--- src/ctb_pkg.sv ---
// shared types and constants for the cursor text buffer
`default_nettype none
package ctb_pkg;

	localparam int CAPACITY = 64;
	localparam int CNT_W    = $clog2(CAPACITY + 1);
	localparam int ADDR_W   = $clog2(CAPACITY);
	localparam int CHAR_W   = 8;
	localparam int DIST_W   = 16;

	localparam logic [CNT_W-1:0] CAP_CNT = CNT_W'(CAPACITY);

	typedef enum logic [1:0] {
		CMD_TYPE  = 2'd0,
		CMD_MOVE  = 2'd1,
		CMD_BACK  = 2'd2,
		CMD_PRINT = 2'd3
	} cmd_t;

	typedef enum logic [2:0] {
		ST_IDLE,
		ST_MOVE,
		ST_PRINT_RD,
		ST_PRINT_LD,
		ST_PRINT_EMPTY
	} state_t;

	typedef struct packed {
		cmd_t                     cmd;
		logic [CHAR_W-1:0]        ch;
		logic signed [DIST_W-1:0] distance;
	} req_t;

	typedef struct packed {
		logic [CHAR_W-1:0] out_char;
		logic              has_char;
		logic              last;
		logic              overflowed;
	} rsp_t;

endpackage
`default_nettype wire

--- src/ctb_ram.sv ---
// generic simple dual-port ram with registered read
`default_nettype none
module ctb_ram #(
	parameter int WIDTH = 8,
	parameter int DEPTH = 64
) (
	input  wire logic                     clk,
	input  wire logic                     we,
	input  wire logic [$clog2(DEPTH)-1:0] waddr,
	input  wire logic [WIDTH-1:0]         wdata,
	input  wire logic                     re,
	input  wire logic [$clog2(DEPTH)-1:0] raddr,
	output logic      [WIDTH-1:0]         rdata
);

	logic [WIDTH-1:0] mem_q [DEPTH];

	always_ff @(posedge clk) begin
		if (we) begin
			mem_q[waddr] <= wdata;
		end
		if (re) begin
			rdata <= mem_q[raddr];
		end
	end

endmodule
`default_nettype wire

--- src/cursor_text_buffer.sv ---
// gap-buffer line editor: one text memory, cursor counts and print sequencer
// Type and backspace complete in the idle state when accepted. A move of n characters
// does one memory read and one write per step, and stops early at either end of the
// text. A print reads each character in a read state and delivers it from a load state
// that waits while an unaccepted beat is held, and an empty buffer prints a single beat
// with has_char low. A new command is taken only when the previous one has finished;
// a finished result may still wait at the output while the next command is accepted.
`default_nettype none
module cursor_text_buffer (
	input  wire logic          clk,
	input  wire logic          arst_n,
	input  wire logic          req_valid,
	output logic               req_ready,
	input  wire ctb_pkg::req_t req,
	output logic               rsp_valid,
	input  wire logic          rsp_ready,
	output ctb_pkg::rsp_t      rsp
);

	ctb_pkg::state_t state_q, state_d;
	logic [ctb_pkg::CNT_W-1:0]  left_q, left_d, right_q, right_d, k_q, k_d;
	logic [ctb_pkg::DIST_W-1:0] remain_q, remain_d;
	logic dir_q, dir_d, ovf_q, ovf_d;
	logic pend_s1, pend_d;
	logic [ctb_pkg::ADDR_W-1:0] waddr_s1, waddr_d;
	logic rsp_valid_q, rsp_valid_d;
	ctb_pkg::rsp_t rsp_q, rsp_d;

	logic ram_we, ram_re;
	logic [ctb_pkg::ADDR_W-1:0] ram_waddr, ram_raddr;
	logic [ctb_pkg::CHAR_W-1:0] ram_wdata, ram_rdata;

	logic [ctb_pkg::CNT_W-1:0] total, gap, src_r, dst_l, prt_hi, k_inc;
	logic slot_free, step_ok;

	ctb_ram #(
		.WIDTH(ctb_pkg::CHAR_W),
		.DEPTH(ctb_pkg::CAPACITY)
	) u_ram (
		.clk  (clk),
		.we   (ram_we),
		.waddr(ram_waddr),
		.wdata(ram_wdata),
		.re   (ram_re),
		.raddr(ram_raddr),
		.rdata(ram_rdata)
	);

	assign total     = left_q + right_q;
	assign gap       = ctb_pkg::CAP_CNT - total;
	assign src_r     = ctb_pkg::CAP_CNT - right_q;
	assign dst_l     = ctb_pkg::CAP_CNT - right_q - 1'b1;
	assign prt_hi    = k_q + gap;
	assign k_inc     = k_q + 1'b1;
	assign slot_free = !rsp_valid_q || rsp_ready;
	assign step_ok   = (remain_q != '0) && (dir_q ? (left_q != '0) : (right_q != '0));

	assign req_ready = (state_q == ctb_pkg::ST_IDLE);
	assign rsp_valid = rsp_valid_q;
	assign rsp       = rsp_q;

	always_ff @(posedge clk or negedge arst_n) begin
		if (!arst_n) begin
			state_q     <= ctb_pkg::ST_IDLE;
			left_q      <= '0;
			right_q     <= '0;
			k_q         <= '0;
			remain_q    <= '0;
			dir_q       <= 1'b0;
			ovf_q       <= 1'b0;
			pend_s1     <= 1'b0;
			rsp_valid_q <= 1'b0;
		end else begin
			state_q     <= state_d;
			left_q      <= left_d;
			right_q     <= right_d;
			k_q         <= k_d;
			remain_q    <= remain_d;
			dir_q       <= dir_d;
			ovf_q       <= ovf_d;
			pend_s1     <= pend_d;
			rsp_valid_q <= rsp_valid_d;
		end
	end

	always_ff @(posedge clk) begin
		waddr_s1 <= waddr_d;
		rsp_q    <= rsp_d;
	end

	always_comb begin
		state_d     = state_q;
		left_d      = left_q;
		right_d     = right_q;
		k_d         = k_q;
		remain_d    = remain_q;
		dir_d       = dir_q;
		ovf_d       = ovf_q;
		pend_d      = 1'b0;
		waddr_d     = waddr_s1;
		rsp_valid_d = rsp_valid_q && !rsp_ready;
		rsp_d       = rsp_q;
		ram_we      = 1'b0;
		ram_waddr   = waddr_s1;
		ram_wdata   = ram_rdata;
		ram_re      = 1'b0;
		ram_raddr   = k_q[ctb_pkg::ADDR_W-1:0];

		unique case (state_q)
			ctb_pkg::ST_IDLE: begin
				if (req_valid) begin
					unique case (req.cmd)
						ctb_pkg::CMD_TYPE: begin
							if (total >= ctb_pkg::CAP_CNT) begin
								ovf_d = 1'b1;
							end else begin
								ram_we    = 1'b1;
								ram_waddr = left_q[ctb_pkg::ADDR_W-1:0];
								ram_wdata = req.ch;
								left_d    = left_q + 1'b1;
							end
						end
						ctb_pkg::CMD_MOVE: begin
							dir_d    = req.distance[ctb_pkg::DIST_W-1];
							remain_d = req.distance[ctb_pkg::DIST_W-1] ?
								$unsigned(-req.distance) : $unsigned(req.distance);
							state_d  = ctb_pkg::ST_MOVE;
						end
						ctb_pkg::CMD_BACK: begin
							if (left_q != '0) begin
								left_d = left_q - 1'b1;
							end
						end
						ctb_pkg::CMD_PRINT: begin
							k_d     = '0;
							state_d = (total == '0) ? ctb_pkg::ST_PRINT_EMPTY :
								ctb_pkg::ST_PRINT_RD;
						end
						default: ;
					endcase
				end
			end
			ctb_pkg::ST_MOVE: begin
				// write back the character read on the previous step
				ram_we = pend_s1;
				if (step_ok) begin
					ram_re   = 1'b1;
					pend_d   = 1'b1;
					remain_d = remain_q - 1'b1;
					if (dir_q) begin
						ram_raddr = left_d[ctb_pkg::ADDR_W-1:0];
						left_d    = left_q - 1'b1;
						ram_raddr = left_d[ctb_pkg::ADDR_W-1:0];
						waddr_d   = dst_l[ctb_pkg::ADDR_W-1:0];
						right_d   = right_q + 1'b1;
					end else begin
						ram_raddr = src_r[ctb_pkg::ADDR_W-1:0];
						waddr_d   = left_q[ctb_pkg::ADDR_W-1:0];
						left_d    = left_q + 1'b1;
						right_d   = right_q - 1'b1;
					end
				end else begin
					state_d = ctb_pkg::ST_IDLE;
				end
			end
			ctb_pkg::ST_PRINT_RD: begin
				ram_re    = 1'b1;
				ram_raddr = (k_q < left_q) ? k_q[ctb_pkg::ADDR_W-1:0] :
					prt_hi[ctb_pkg::ADDR_W-1:0];
				state_d   = ctb_pkg::ST_PRINT_LD;
			end
			ctb_pkg::ST_PRINT_LD: begin
				if (slot_free) begin
					rsp_valid_d      = 1'b1;
					rsp_d.out_char   = ram_rdata;
					rsp_d.has_char   = 1'b1;
					rsp_d.last       = (k_inc == total);
					rsp_d.overflowed = ovf_q;
					k_d              = k_inc;
					state_d = (k_inc == total) ? ctb_pkg::ST_IDLE : ctb_pkg::ST_PRINT_RD;
				end
			end
			ctb_pkg::ST_PRINT_EMPTY: begin
				if (slot_free) begin
					rsp_valid_d      = 1'b1;
					rsp_d.out_char   = '0;
					rsp_d.has_char   = 1'b0;
					rsp_d.last       = 1'b1;
					rsp_d.overflowed = ovf_q;
					state_d          = ctb_pkg::ST_IDLE;
				end
			end
			default: begin
				state_d = ctb_pkg::ST_IDLE;
			end
		endcase
	end

endmodule
`default_nettype wire

--- config.mk ---
export PLATFORM = sky130hd
export DESIGN_NAME = cursor_text_buffer
export DESIGN_NICKNAME = d
export VERILOG_FILES = /design/src/ctb_pkg.sv /design/src/ctb_ram.sv /design/src/cursor_text_buffer.sv
export SDC_FILE = /design/constraint.sdc
export NUM_CORES = 1
export LEC_CHECK = 0
export ABC_AREA = 0
export BUFFER_PORTS_ARGS = -buffer_cell sky130_fd_sc_hd__buf_2
export CAP_MARGIN = 40
export CELL_PAD_IN_SITES_DETAIL_PLACEMENT = 1
export CELL_PAD_IN_SITES_GLOBAL_PLACEMENT = 1
export CORE_UTILIZATION = 35
export DETAILED_ROUTE_END_ITERATION = 12
export PLACE_DENSITY_LB_ADDON = 0.1
export SLEW_MARGIN = 20
export SYNTH_ARGS = -nofsm -noshare
export SYNTH_HDL_FRONTEND = slang
export SYNTH_SLANG_ARGS = --single-unit
--- constraint.sdc ---
create_clock -name clk -period 11 [get_ports clk]
set_input_delay 2.2 -clock clk [delete_from_list [all_inputs] [get_ports clk]]
set_output_delay 2.2 -clock clk [all_outputs]
set_load 0.03 [all_outputs]
==> results.json, run 1 <==
{
  "cts_hold_buffers": 0,
  "clk_pin_slew_ns": 0.06,
  "fin_crit_ns": 6.09,
  "syn-instance-count": 2034,
  "crit_fanout": 130,
  "power.density_nw_per_um2": 154,
  "min_period_over_period": 0.554,
  "drtAntennaViolNets": 0,
  "hold_class": "flop to flop",
  "seq_area_frac_synth": 0.655,
  "num_antenna_cells": 0,
  "worstHoldStart": "ovf_q$_DFFE_PN0P_",
  "drive_above_1_share": 0.135,
  "path_cells": "clkinv_1 > ha_1 > a21o_1 > a221o_1 > a41oi_2 > o32a_2 > buf_4 > nand2_4 > buf_12 > a211oi_1 > a311o_1 > a31oi_1 > or4_1",
  "pin_count": 43,
  "synth_edf_count": 537,
  "r2r_cells": 13,
  "dr_total_vias": 18511,
  "critPathLaunchType": "flop",
  "start_util": 0.353,
  "hold_viol": 0,
  "cts_buffers": 68,
  "grt_setup_unrepaired": "false",
  "dpl.hpwl_um": 56000,
  "arrival_ns": 6.43,
  "post_cts_resized": 0,
  "r2r-start": "left_q[4]$_DFFE_PN0P_",
  "avgSynthCellArea_um2": 12.9,
  "report.final.slew_viol_count": 0,
  "fin_area_um2": 30200,
  "antenna_found_initial": 4,
  "fin_setup_tns_ns": 0,
  "setup_viol": 0,
  "grt_use_total": 0.233,
  "die_h_um": 276,
  "cts_buffer_depth": 3,
  "grt_pass1_vias": 19171,
  "status": "finished, final reports clean",
  "cts_tree": "yes",
  "syn_area_um2": 26300,
  "post_cts_buffers": 0,
  "critical_path_required_ns": 11.33,
  "worst_path_max_delay_cell": "or4_1",
  "ir_drop_v": 0.000137,
  "coreArea_um2": 74400,
  "fin_nets": 2155,
  "slew_headroom": 0.422,
  "path_class": "flop to flop",
  "async_flop_share": 0.0757,
  "dpl_cell_area_um2": 27900,
  "io_buffers": 42,
  "die-area_um2": 76300,
  "place_ws_ns": 4.69,
  "clock_skew_ns": 0.0249,
  "grt_pass1_wl_um": 132000,
  "max_cap_violations": 0,
  "wl_per_cell_um": 28.6,
  "grt-ovfl-total": 0,
  "numClockSinks": 581,
  "slowest_delay_ns": 0.63,
  "final_common_cell": "edfxtp_1",
  "cts.htree.levels": 3,
  "root_buffer": "clkbuf_16",
  "cp-end-kind": "flop",
  "leakage_nw": 8.82,
  "whs_ns": 0.458,
  "first_iter_violations": 1471,
  "dieWidth_um": 276,
  "fmax_mhz": 164,
  "r2r_slack_ns": 4.91,
  "yosys_most_used_dff": "edfxtp_1",
  "fin_ws_ns": 4.91,
  "fillers": 7673,
  "viasPerCell": 5.95,
  "worstHoldPathCells": 0,
  "hold_end": "rsp[0]$_DFFE_PP_",
  "grt_max_degree": 169,
  "place.gp.congestion": 0.792,
  "synth-seq-cells": 581,
  "worst_pin_slew_ns": 0.867,
  "drc": 0,
  "mostFrequentLayoutCells": "edfxtp_1, nand2_1, o21ai_0, a211oi_1, and3_1",
  "drtPass1Iterations": 5,
  "reg2reg_to": "u_ram.rdata[7]$_DFFE_PP_",
  "rows": 100,
  "layout-area-overhead-vs-synth_pct": 14.7,
  "wirelength_um": 88900,
  "yosys_warnings": 0,
  "synth.distinct_cells": 83,
  "clock_latency_ns": 0.62,
  "synth_fp_nets": 2095
}
## power by group
group	total, mW	switching, mW	internal [mW]
clock	2.24	0.921	1.32
combinational	0.0226	0.0142	0.00833
sequential	2.38	0.000451	2.38
## cells by family after synthesis
family,synth area share
XOR/XNOR,0.0178
multiplexers,0.00780
buffers and inverters,0.0302
flip-flops,0.655
adder cells (fa/ha/maj),0.0156
AO/OA/AOI/OAI,0.161
AND/OR/NAND/NOR,0.113
## cell usage after synthesis (15+ instances only)
cell	n	share of area
edfxtp_1	537	0.61
nand2_1	225	0.032
o21ai_0	136	0.026
a211oi_1	97	0.028
and3_1	95	0.023
clkbuf_1	91	0.013
a311o_1	79	0.030
a32oi_1	77	0.026
nor3_1	62	0.012
nor2_1	61	0.0087
nand3_1	60	0.011
buf_2	51	0.0097
dfrtp_1	44	0.042
a21oi_1	40	0.0076
xnor2_1	36	0.012
ha_1	28	0.013
a31oi_1	25	0.0059
inv_1	23	0.0033
a22oi_1	20	0.0057
and2_1	17	0.0040
xor2_1	15	0.0050
## stage by stage
stage           util  cells  total power, mW
6_report       0.405   3112             4.64
5_1_grt        0.405   3112             4.77
4_1_cts        0.404   3103             4.69
3_5_place_dp   0.375   2984             2.45
3_3_place_gp   0.369   2931             2.45
2_1_floorplan      -   2034             2.43
## sequential cells by signal, summed over array words and instances (netlist names)
name and count:
left_q 7, waddr_s1 6, rsp_valid 1, dir_q 1, right_q 7, ovf_q 1
remain_q 16, k_q 7, state_q 3, rsp 11, u_ram.mem_q 512, pend_s1 1
u_ram.rdata 8
## layout make-up
class	instances	area (um^2)	share of cell area
inverter	27	104	0.00344
sequential	581	17200	0.571
clock inverter	39	400	0.0133
multi-input combinational	1272	8370	0.277
tap	969	1210	0.0402
timing repair buffer	144	1090	0.0361
clock buffer	80	1780	0.0589
## worst max-delay path by stage
stage	from	to	slack, ns	cells past startpoint
after global routing	left_q[4]$_DFFE_PN0P_	u_ram.rdata[7]$_DFFE_PP_	4.65	13
after detailed placement	req_valid	u_ram.mem_q[39][6]$_DFFE_PP_	4.69	9
after floorplan	req[24]	u_ram.mem_q[52][0]$_DFFE_PP_	5.74	8
after global placement	req_valid	u_ram.mem_q[20][0]$_DFFE_PP_	4.50	8
final	left_q[4]$_DFFE_PN0P_	u_ram.rdata[7]$_DFFE_PP_	4.91	13
after CTS	left_q[4]$_DFFE_PN0P_	u_ram.rdata[7]$_DFFE_PP_	5.01	13
## metal layers
| layer | GRT usage | vias up | wire, um |
|---|---|---|---|
| met3 | 0.0382 | 112 | 4610 |
| met1 | 0.323 | 9669 | 40400 |
| met5 | 0 | - | 0 |
| met4 | 0.0619 | 0 | 2070 |
| met2 | 0.377 | 523 | 41800 |
| li1 | - | 8207 | - |
## worst max-delay path, delay by kind of cell (launching register included)
kind,cells,cell delay (ns)
flops,1,0.60
simple gates,2,1.12
fa+ha+maj,1,0.44
compound gates,7,2.29
buf+inv,3,1.31
No activity file was read; power rests on OpenSTA's default activity.
==> run 2, diff against run 1 <==
==> constraint.sdc (replaced) <==
create_clock -name clk -period 5.2 [get_ports clk]
set_input_delay 1.04 -clock clk [delete_from_list [all_inputs] [get_ports clk]]
set_output_delay 1.04 -clock clk [all_outputs]
set_load 0.03 [all_outputs]
==> run 2 against run 1 <==
  * Final cell count is 3.1% higher
  * Power is 120% higher
  * Via count is 1.9% higher
  * Utilization is 1.3 points higher
  * Register-to-register slack worse by 4.7 ns
  * Setup slack worse by 4.7 ns
  * Sequential share of layout area is 1.8 points lower
  * Die area stayed put
  * Clock power is 120% higher
  * Non-clock buffer count is 88 higher
  * Hold slack worse by 0.0012 ns
  * Critical path type unchanged
  * Critical endpoint is now u_ram.rdata[4]$_DFFE_PP_
  * Largest power group unchanged
==> results.json, run 2 (same netlist as run 1, synthesis figures left out) <==
{
  "status": "finished, final reports clean",
  "dpl.hpwl_um": 58300,
  "min_period_over_period": 0.959,
  "die-area_um2": 76300,
  "numClockSinks": 581,
  "arrival_ns": 5.32,
  "place.gp.congestion": 0.863,
  "fillers": 7685,
  "first_iter_violations": 1599,
  "drive_above_1_share": 0.168,
  "power.density_nw_per_um2": 323,
  "fin_setup_tns_ns": 0,
  "layoutNonFillerInstCount": 3207,
  "drtPass1Iterations": 5,
  "crit_fanout": 41,
  "grt_use_total": 0.232,
  "fin_ws_ns": 0.212,
  "largest_register_ff_count": 512,
  "io_buffers": 42,
  "die_h_um": 276,
  "dpl_cell_area_um2": 28800,
  "leakage_nw": 9.36,
  "dieWidth_um": 276,
  "fin_area_um2": 31200,
  "num_antenna_cells": 0,
  "dr_total_vias": 18867,
  "slowest_delay_ns": 0.63,
  "cts_tree": "yes",
  "worst_path_max_delay_cell": "or4_1",
  "whs_ns": 0.457,
  "ir_drop_v": 0.000296,
  "final_common_cell": "edfxtp_1",
  "layout-area-overhead-vs-synth_pct": 18.5,
  "viasPerCell": 5.88,
  "cts_buffer_depth": 3,
  "root_buffer": "clkbuf_16",
  "rows": 100,
  "path_cells": "clkinv_1 > ha_1 > a21o_1 > a221o_1 > a41oi_2 > o32a_2 > buf_4 > nand2_4 > buf_12 > a211oi_1 > a311o_1 > a41oi_1 > or4_1",
  "critPathBufInv": 3,
  "hold_viol": 0,
  "grt-ovfl-total": 0,
  "path_class": "flop to flop",
  "hold_class": "flop to flop",
  "clock_skew_ns": 0.0299,
  "antenna_found_initial": 1,
  "cts_buffers": 69,
  "post_cts_resized": 0,
  "finalPower_mw": 10.1,
  "place_ws_ns": 0.236,
  "clk_pin_slew_ns": 0.05,
  "clock_latency_ns": 0.63,
  "post-route-util": 0.419,
  "grt_pass1_vias": 19195,
  "cts.htree.levels": 3,
  "dp_cells": 3079,
  "wl_per_cell_um": 27.8,
  "critPathLaunchType": "flop",
  "setup_viol": 0,
  "cp-end-kind": "flop",
  "drtAntennaViolNets": 0,
  "fin_nets": 2244,
  "drc": 0,
  "pin_count": 43,
  "start_util": 0.353,
  "max_cap_violations": 0,
  "coreArea_um2": 74400,
  "report.final.slew_viol_count": 0,
  "fmax_mhz": 200,
  "wirelength_um": 89200,
  "cts_hold_buffers": 0,
  "worst_pin_slew_ns": 0.863,
  "fin_crit_ns": 4.99,
  "grt_max_degree": 101,
  "post_cts_buffers": 0,
  "grt_pass1_wl_um": 132000,
  "critical_path_required_ns": 5.53,
  "slew_headroom": 0.420,
  "crit_family": "compound AO/OA/AOI/OAI gates",
  "mostFrequentLayoutCells": "edfxtp_1, nand2_1, buf_4, o21ai_0, a211oi_1",
  "regMostFlops": "u_ram.mem_q"
}
-- run 2: cell count changes in the layout (fill, tap and decap cells not counted), sizes merged --
cell           before  now
clkinvlp            2    3
clkinv             27   34
inv                30   29
buf               142  232
clkdlybuf4s15       1    0
bufinv              7   10
clkbuf             81   77
-- run 2: area by class of cell --
cell class / count / area, um^2 / area share
clock buffers: 77 / 1770 / 0.0567
clock inverters: 49 / 553 / 0.0177
inverters: 27 / 104 / 0.00333
multi-input cells: 1272 / 8340 / 0.268
flip-flops and latches: 581 / 17200 / 0.553
well taps: 969 / 1210 / 0.0389
repair buffers: 232 / 1960 / 0.0630
-- run 2: worst register-to-register path: stages, from the launching register on --
cell,delay [ns]
dfrtp_1,0.36
clkinv_1,0.24
ha_1,0.42
a21o_1,0.19
a221o_1,0.32
a41oi_2,0.57
o32a_2,0.26
buf_4,0.25
nand2_4,0.28
buf_12,0.28
a211oi_1,0.36
a311o_1,0.19
a41oi_1,0.38
or4_1,0.63
-- run 2: final timing paths --
path	startpoint	to	slack [ns]	depth (start not counted)
max	left_q[4]$_DFFE_PN0P_	u_ram.rdata[4]$_DFFE_PP_	0.21	13
min	ovf_q$_DFFE_PN0P_	rsp[0]$_DFFE_PP_	0.46	0
max reg2reg	left_q[4]$_DFFE_PN0P_	u_ram.rdata[4]$_DFFE_PP_	0.21	13
min reg2reg	ovf_q$_DFFE_PN0P_	rsp[0]$_DFFE_PP_	0.46	0
max in group asynchronous	arst_n	ovf_q$_DFFE_PN0P_	4.24	2
min in group asynchronous	arst_n	right_q[0]$_DFFE_PN0P_	0.52	2
-- run 2: power by group --
group	switching [mW]	total, mW	leakage (nW)	internal (mW)
registers	0.000678	5.03	3.57	5.03
clock network	2.02	4.99	1.13	2.97
logic	0.0294	0.0470	4.67	0.0176
-- run 2: layer usage --
metal  track usage  vias to the layer above  share of wire  routed length (um)
li1              -                     8393              -                   -
met1         0.335                     9913           0.47               42300
met2         0.370                      468           0.46               41300
met3        0.0255                       93          0.042                3770
met4        0.0609                        0          0.021                1880
met5             0                        -              0                   0
